--- config.mk ---
export PLATFORM = sky130hd
export DESIGN_NAME = gidemod_ctrl
export DESIGN_NICKNAME = d
export VERILOG_FILES = /design/src/design/gidemod_pkg.sv /design/src/design/gidemod_ctrl.sv
export SDC_FILE = /design/constraint.sdc
export NUM_CORES = 1
export LEC_CHECK = 0
export BUFFER_PORTS_ARGS = -buffer_cell sky130_fd_sc_hd__buf_2
export CAP_MARGIN = 20
export CORE_MARGIN = 2
export CORE_UTILIZATION = 45
export DETAILED_ROUTE_END_ITERATION = 7
export PLACE_DENSITY = 0.7
export SLEW_MARGIN = 20
export SYNTH_ARGS = -nofsm -noshare
export SYNTH_HDL_FRONTEND = slang
export SYNTH_SLANG_ARGS = --single-unit
--- constraint.sdc ---
create_clock -name clk -period 1.7 [get_ports clk]
set_input_delay 0.085 -clock clk [delete_from_list [all_inputs] [get_ports clk]]
set_output_delay 0.085 -clock clk [all_outputs]
set_load 0.01 [all_outputs]
--- src/design/gidemod_pkg.sv ---
// shared types, constants and helpers for the goertzel i/q demodulator
// no dependencies; used by controller, datapath, divider and top level
package gidemod_pkg;

  localparam int SAMPLE_BITS = 12;
  localparam int INPUT_SHIFT = 2;
  localparam int CFG_IDX_BITS = 3;

  localparam logic [31:0] DCO_RESET = 32'd0 - (32'd1 << (SAMPLE_BITS - 1 + INPUT_SHIFT));

  localparam logic [31:0] COS_RESET = 32'd873460290;
  localparam logic [31:0] SIN_RESET = 32'd1961823932;
  localparam logic [15:0] BLEN_RESET = 16'd1024;
  localparam logic [4:0] ATT_RESET = 5'd4;
  localparam logic [15:0] ADVC_RESET = 16'hF29F; // -3425
  localparam logic [15:0] ADVS_RESET = 16'd32588;

  localparam logic [31:0] SEED_SCALE = 32'd26100;
  localparam logic [31:0] PHASOR_MIN = 32'd32760;
  localparam logic [31:0] AVG_MAX = 32'd8388607;
  localparam logic [31:0] AVG_MIN = 32'd2048;

  typedef enum logic [2:0] {
    REG_COS = 3'd0,
    REG_SIN = 3'd1,
    REG_BLEN = 3'd2,
    REG_ATT = 3'd3,
    REG_ADVC = 3'd4,
    REG_ADVS = 3'd5
  } reg_idx_t;

  typedef enum logic [5:0] {
    S_IDLE, S_REC, S_IQ0, S_IQ1, S_IQ2, S_PH1, S_PH2, S_PH3, S_PH4,
    S_L1, S_L2, S_L3, S_L4, S_D1, S_W1, S_D2, S_W2, S_PHFIX,
    S_R1, S_R2, S_R3, S_R4, S_R5, S_AVG, S_DC, S_WDC, S_DX, S_WX,
    S_DY, S_WY, S_FIN
  } state_t;

  typedef enum logic [5:0] {
    OP_NONE, OP_ACCEPT, OP_REC, OP_IQ0, OP_IQ1, OP_IQ2, OP_PH1, OP_PH2,
    OP_PH3, OP_PH4, OP_L1, OP_L2, OP_L3, OP_L4, OP_D1, OP_W1, OP_D2,
    OP_W2, OP_PHFIX, OP_R1, OP_R2, OP_R3, OP_R4, OP_R5, OP_AVG, OP_DC,
    OP_WDC, OP_DX, OP_WX, OP_DY, OP_WY, OP_FIN
  } op_t;

  typedef struct packed {
    op_t op;
  } cmd_t;

  typedef struct packed {
    logic block_end;
    logic div_done;
    logic out_free;
  } status_t;

  function automatic logic [31:0] abs32(input logic [31:0] x);
    return x[31] ? 32'd0 - x : x;
  endfunction

endpackage

--- src/design/gidemod_ctrl.sv ---
// sequencer for per-sample recursion and the end-of-block epilogue
// uses gidemod_pkg; drives the datapath by op codes
module gidemod_ctrl (
  input  logic                 clk,
  input  logic                 rst,
  input  logic                 in_valid,
  output logic                 in_ready,
  input  gidemod_pkg::status_t st,
  output gidemod_pkg::cmd_t    cmd
);
  import gidemod_pkg::*;

  state_t state, state_next;
  logic   len_mag, len_mag_next;

  always_ff @(posedge clk) begin
    if (rst) begin
      state <= S_IDLE;
      len_mag <= 1'b0;
    end else begin
      state <= state_next;
      len_mag <= len_mag_next;
    end
  end

  always_comb begin
    state_next = state;
    len_mag_next = len_mag;
    case (state)
      S_IDLE: if (in_valid) state_next = S_REC;
      S_REC: state_next = st.block_end ? S_IQ0 : S_IDLE;
      S_IQ0: state_next = S_IQ1;
      S_IQ1: state_next = S_IQ2;
      S_IQ2: state_next = S_PH1;
      S_PH1: state_next = S_PH2;
      S_PH2: state_next = S_PH3;
      S_PH3: state_next = S_PH4;
      S_PH4: begin
        state_next = S_L1;
        len_mag_next = 1'b0;
      end
      S_L1: state_next = S_L2;
      S_L2: state_next = S_L3;
      S_L3: state_next = S_L4;
      S_L4: state_next = S_D1;
      S_D1: state_next = S_W1;
      S_W1: if (st.div_done) state_next = S_D2;
      S_D2: state_next = S_W2;
      S_W2: if (st.div_done) state_next = len_mag ? S_AVG : S_PHFIX;
      S_PHFIX: state_next = S_R1;
      S_R1: state_next = S_R2;
      S_R2: state_next = S_R3;
      S_R3: state_next = S_R4;
      S_R4: state_next = S_R5;
      S_R5: begin
        state_next = S_L1;
        len_mag_next = 1'b1;
      end
      S_AVG: state_next = S_DC;
      S_DC: state_next = S_WDC;
      S_WDC: if (st.div_done) state_next = S_DX;
      S_DX: state_next = S_WX;
      S_WX: if (st.div_done) state_next = S_DY;
      S_DY: state_next = S_WY;
      S_WY: if (st.div_done) state_next = S_FIN;
      S_FIN: if (st.out_free) state_next = S_IDLE;
      default: state_next = S_IDLE;
    endcase
  end

  always_comb begin
    in_ready = 1'b0;
    cmd.op = OP_NONE;
    case (state)
      S_IDLE: begin
        in_ready = 1'b1;
        if (in_valid) cmd.op = OP_ACCEPT;
      end
      S_REC: cmd.op = OP_REC;
      S_IQ0: cmd.op = OP_IQ0;
      S_IQ1: cmd.op = OP_IQ1;
      S_IQ2: cmd.op = OP_IQ2;
      S_PH1: cmd.op = OP_PH1;
      S_PH2: cmd.op = OP_PH2;
      S_PH3: cmd.op = OP_PH3;
      S_PH4: cmd.op = OP_PH4;
      S_L1: cmd.op = OP_L1;
      S_L2: cmd.op = OP_L2;
      S_L3: cmd.op = OP_L3;
      S_L4: cmd.op = OP_L4;
      S_D1: cmd.op = OP_D1;
      S_W1: cmd.op = OP_W1;
      S_D2: cmd.op = OP_D2;
      S_W2: cmd.op = OP_W2;
      S_PHFIX: cmd.op = OP_PHFIX;
      S_R1: cmd.op = OP_R1;
      S_R2: cmd.op = OP_R2;
      S_R3: cmd.op = OP_R3;
      S_R4: cmd.op = OP_R4;
      S_R5: cmd.op = OP_R5;
      S_AVG: cmd.op = OP_AVG;
      S_DC: cmd.op = OP_DC;
      S_WDC: cmd.op = OP_WDC;
      S_DX: cmd.op = OP_DX;
      S_WX: cmd.op = OP_WX;
      S_DY: cmd.op = OP_DY;
      S_WY: cmd.op = OP_WY;
      S_FIN: if (st.out_free) cmd.op = OP_FIN;
      default: cmd.op = OP_NONE;
    endcase
  end

endmodule

==> results.ini <==
[outcome]
status = finished, final reports clean

[synthesis]
synthAdderAreaFrac_pct = 0
synth-seq-cells = 6
synth_edf_count = 0
synth-compound-area-share_pct = 34.6
synth_ff_type = dfxtp_1
synth_top_area_cell = dfxtp_1
synth_cells = 85
synth_nets = 91
synth_warnings = 0
async_reset_ff_share_pct = 0
yosys-mux-area-fraction_pct = 1.63
netlist_top_cells_count = nand2_1 (7), o21ai_0 (7), a21oi_1 (6), dfxtp_1 (6)
synth_seq_area_share_pct = 19.6
synth_top_family_by_area = compound AO/OA/AOI/OAI gates
synthXorXnorAreaFrac_pct = 0
syn_area_per_cell_um2 = 7.23
netlist_area_um2 = 614
synthDistinctLibCells = 43
yosys.area.top_type_share_pct = 19.6
synth-simple-area-share_pct = 32.6
synthTopCellsByArea = dfxtp_1 (20%), o21ai_0 (5.7%), a21oi_1 (4.9%), nand2_1 (4.3%), inv_1 (3.1%)

[layout]
finalNetCount = 111
final_area_um2 = 761
final_layout_size_suffix_gt1_share_pct = 31.1
area_delta_synth_final_pct = 23.8
n_fill_cell = 138
antenna_cells = 0

[route]
dr_total_vias = 672
wire_per_inst_um = 13.5
drt_iter0_drc = 23
ant_nets = 0
viasPerCell = 5.69
drc_errors = 0
wl_um = 1600
drt_pre_antenna_iters = 4

[timing]
finalCritPeriodShare_pct = 97.8
fin_crit_ps = 1660
slew_viol_final = 0
fin_worst_skew_ps = 7.04
maxClockFrequency_mhz = 601
rsz0062_at_grt = no
tns_ps = 0
setup_viol = 0
hold_viol = 0

[run]
cap_viol_max_count = 0

[worst_setup_path]
worstPathRequired_ps = 1820
max_stage_delay_ps = 460
worstSetupEndpointType = flip-flop
critPathMaxFanout = 8
critPathTopFamily = compound AO/OA/AOI/OAI gates
crit_path_start_kind = flip-flop
worstPathArrival_ps = 1780
cp_cell_sequence = nor2b_1 > a22o_1 > or3_4 > o311a_1
critical_path_class = reg2reg
cpMaxStageDelayCell = dfxtp_1
cp_num_buf_inv = 0

[clocking]
cts.htree.levels = 1
clock_path_buffers = 2
tritoncts = built
cts_root_buf = clkbuf_4
cts_made_buffers = 3
clk_pin_slew_worst_paths_ps = 50
clock-sinks = 6
insertion_delay_ps = 250
cts_setup_buffers = 0

[floorplanning]
fp.dieW_um = 41.0
die_area_um2 = 1680
rows = 13
fp.coreArea_um2 = 1280
start_util_pct = 47.8
boundaryPins = 13
die_h_um = 41.0

[global_route]
grt_pass1_vias = 582
gr-total-overflow = 0
grt_max_degree = 13
grt_pass1_wl_um = 2550
gr-usage-all-layers_pct = 23.1
antenna_found_initial = 0

[placed_design]
port_buffers = 11
dp_hpwl_um = 1200
place_area_um2 = 737
globalplace.congestion = 0.811

[power]
power.leakage_nw = 0.341
powerDensity_nw_per_um2 = 803
vdd_drop_max_v = 0.000449

[worst_hold_path]
worstHoldPathType = in2reg

repair_timing:
action / 4_1_cts / 5_1_grt
hold buffers: 0 / 0
setup endpoints to repair: 0 / 3
gates resized for setup: 0 / 1
per-stage QoR:
stage | setup slack [ps] | utilization [%] | cells | hold slack, ps | power [mW]
floorplan | 68.2 | - | 85 | 154 | 0.367
global placement | 66.6 | 57.4 | 115 | 314 | 0.466
detailed placement | 24.2 | 57.4 | 115 | 316 | 0.472
CTS | 14.4 | 59.1 | 118 | 51.0 | 0.612
global route | 7.54 | 59.2 | 118 | 78.0 | 0.652
finish | 37.4 | 59.2 | 118 | 60.8 | 0.611
layout by cell type (no fill, tap or decap), types with 2 or more instances in the layout:
master    instances
inv_1             5
a21oi_1           6
nand2b_1          3
and3b_1           2
buf_4            13
a21o_1            2
dfxtp_1           5
o21ai_0           7
clkbuf_4          3
buf_2            11
or3_1             2
nor2b_1           2
nor2_1            5
nand2_1           7
nor3_1            2
routing by layer:
| metal | GRT usage (%) | vias to the layer above | wire length, um |
|---|---|---|---|
| li1 | - | 346 | - |
| met1 | 30.2 | 313 | 749 |
| met2 | 39.5 | 13 | 785 |
| met3 | 4.89 | 0 | 61 |
| met4 | 2.50 | 0 | 0 |
| met5 | 0 | - | 0 |
cell families after synthesis:
kind of cell	Yosys count
DFF	6
AOI/OAI and AO/OA	30
muxes	1
other	1
buffers and inverters	14
and+or+nand+nor	33
sequential cells by signal, indices dropped and copies added, names as in the netlist:
| name | cells |
|---|---|
| len_mag | 1 |
| state | 5 |
report_power, final:
| part | switching [mW] | total, mW | leakage (nW) | internal [mW] |
|---|---|---|---|---|
| registers | 0.0297 | 0.186 | 0.0492 | 0.156 |
| logic | 0.142 | 0.288 | 0.278 | 0.146 |
| clock network | 0.0571 | 0.137 | 0.0138 | 0.0803 |
layout make-up:
cell class                 instances  area (um^2)  share of cell area [%]
clock buffer                       3         22.5                    2.96
timing repair buffer              24          153                    20.1
tap                               15         18.8                    2.47
sequential                         6          121                    16.0
inverter                           5         18.8                    2.47
multi-input combinational         65          427                    56.1
path summary, 6_finish.rpt:
path	slack (ps)	to	depth (start not counted)	startpoint
max	40	state[1]	4	state[0]
min	60	state[4]	2	rst
max reg2reg	40	state[1]	4	state[0]
min reg2reg	530	len_mag	2	len_mag
Note: power is estimated with default switching activity, not from simulation.
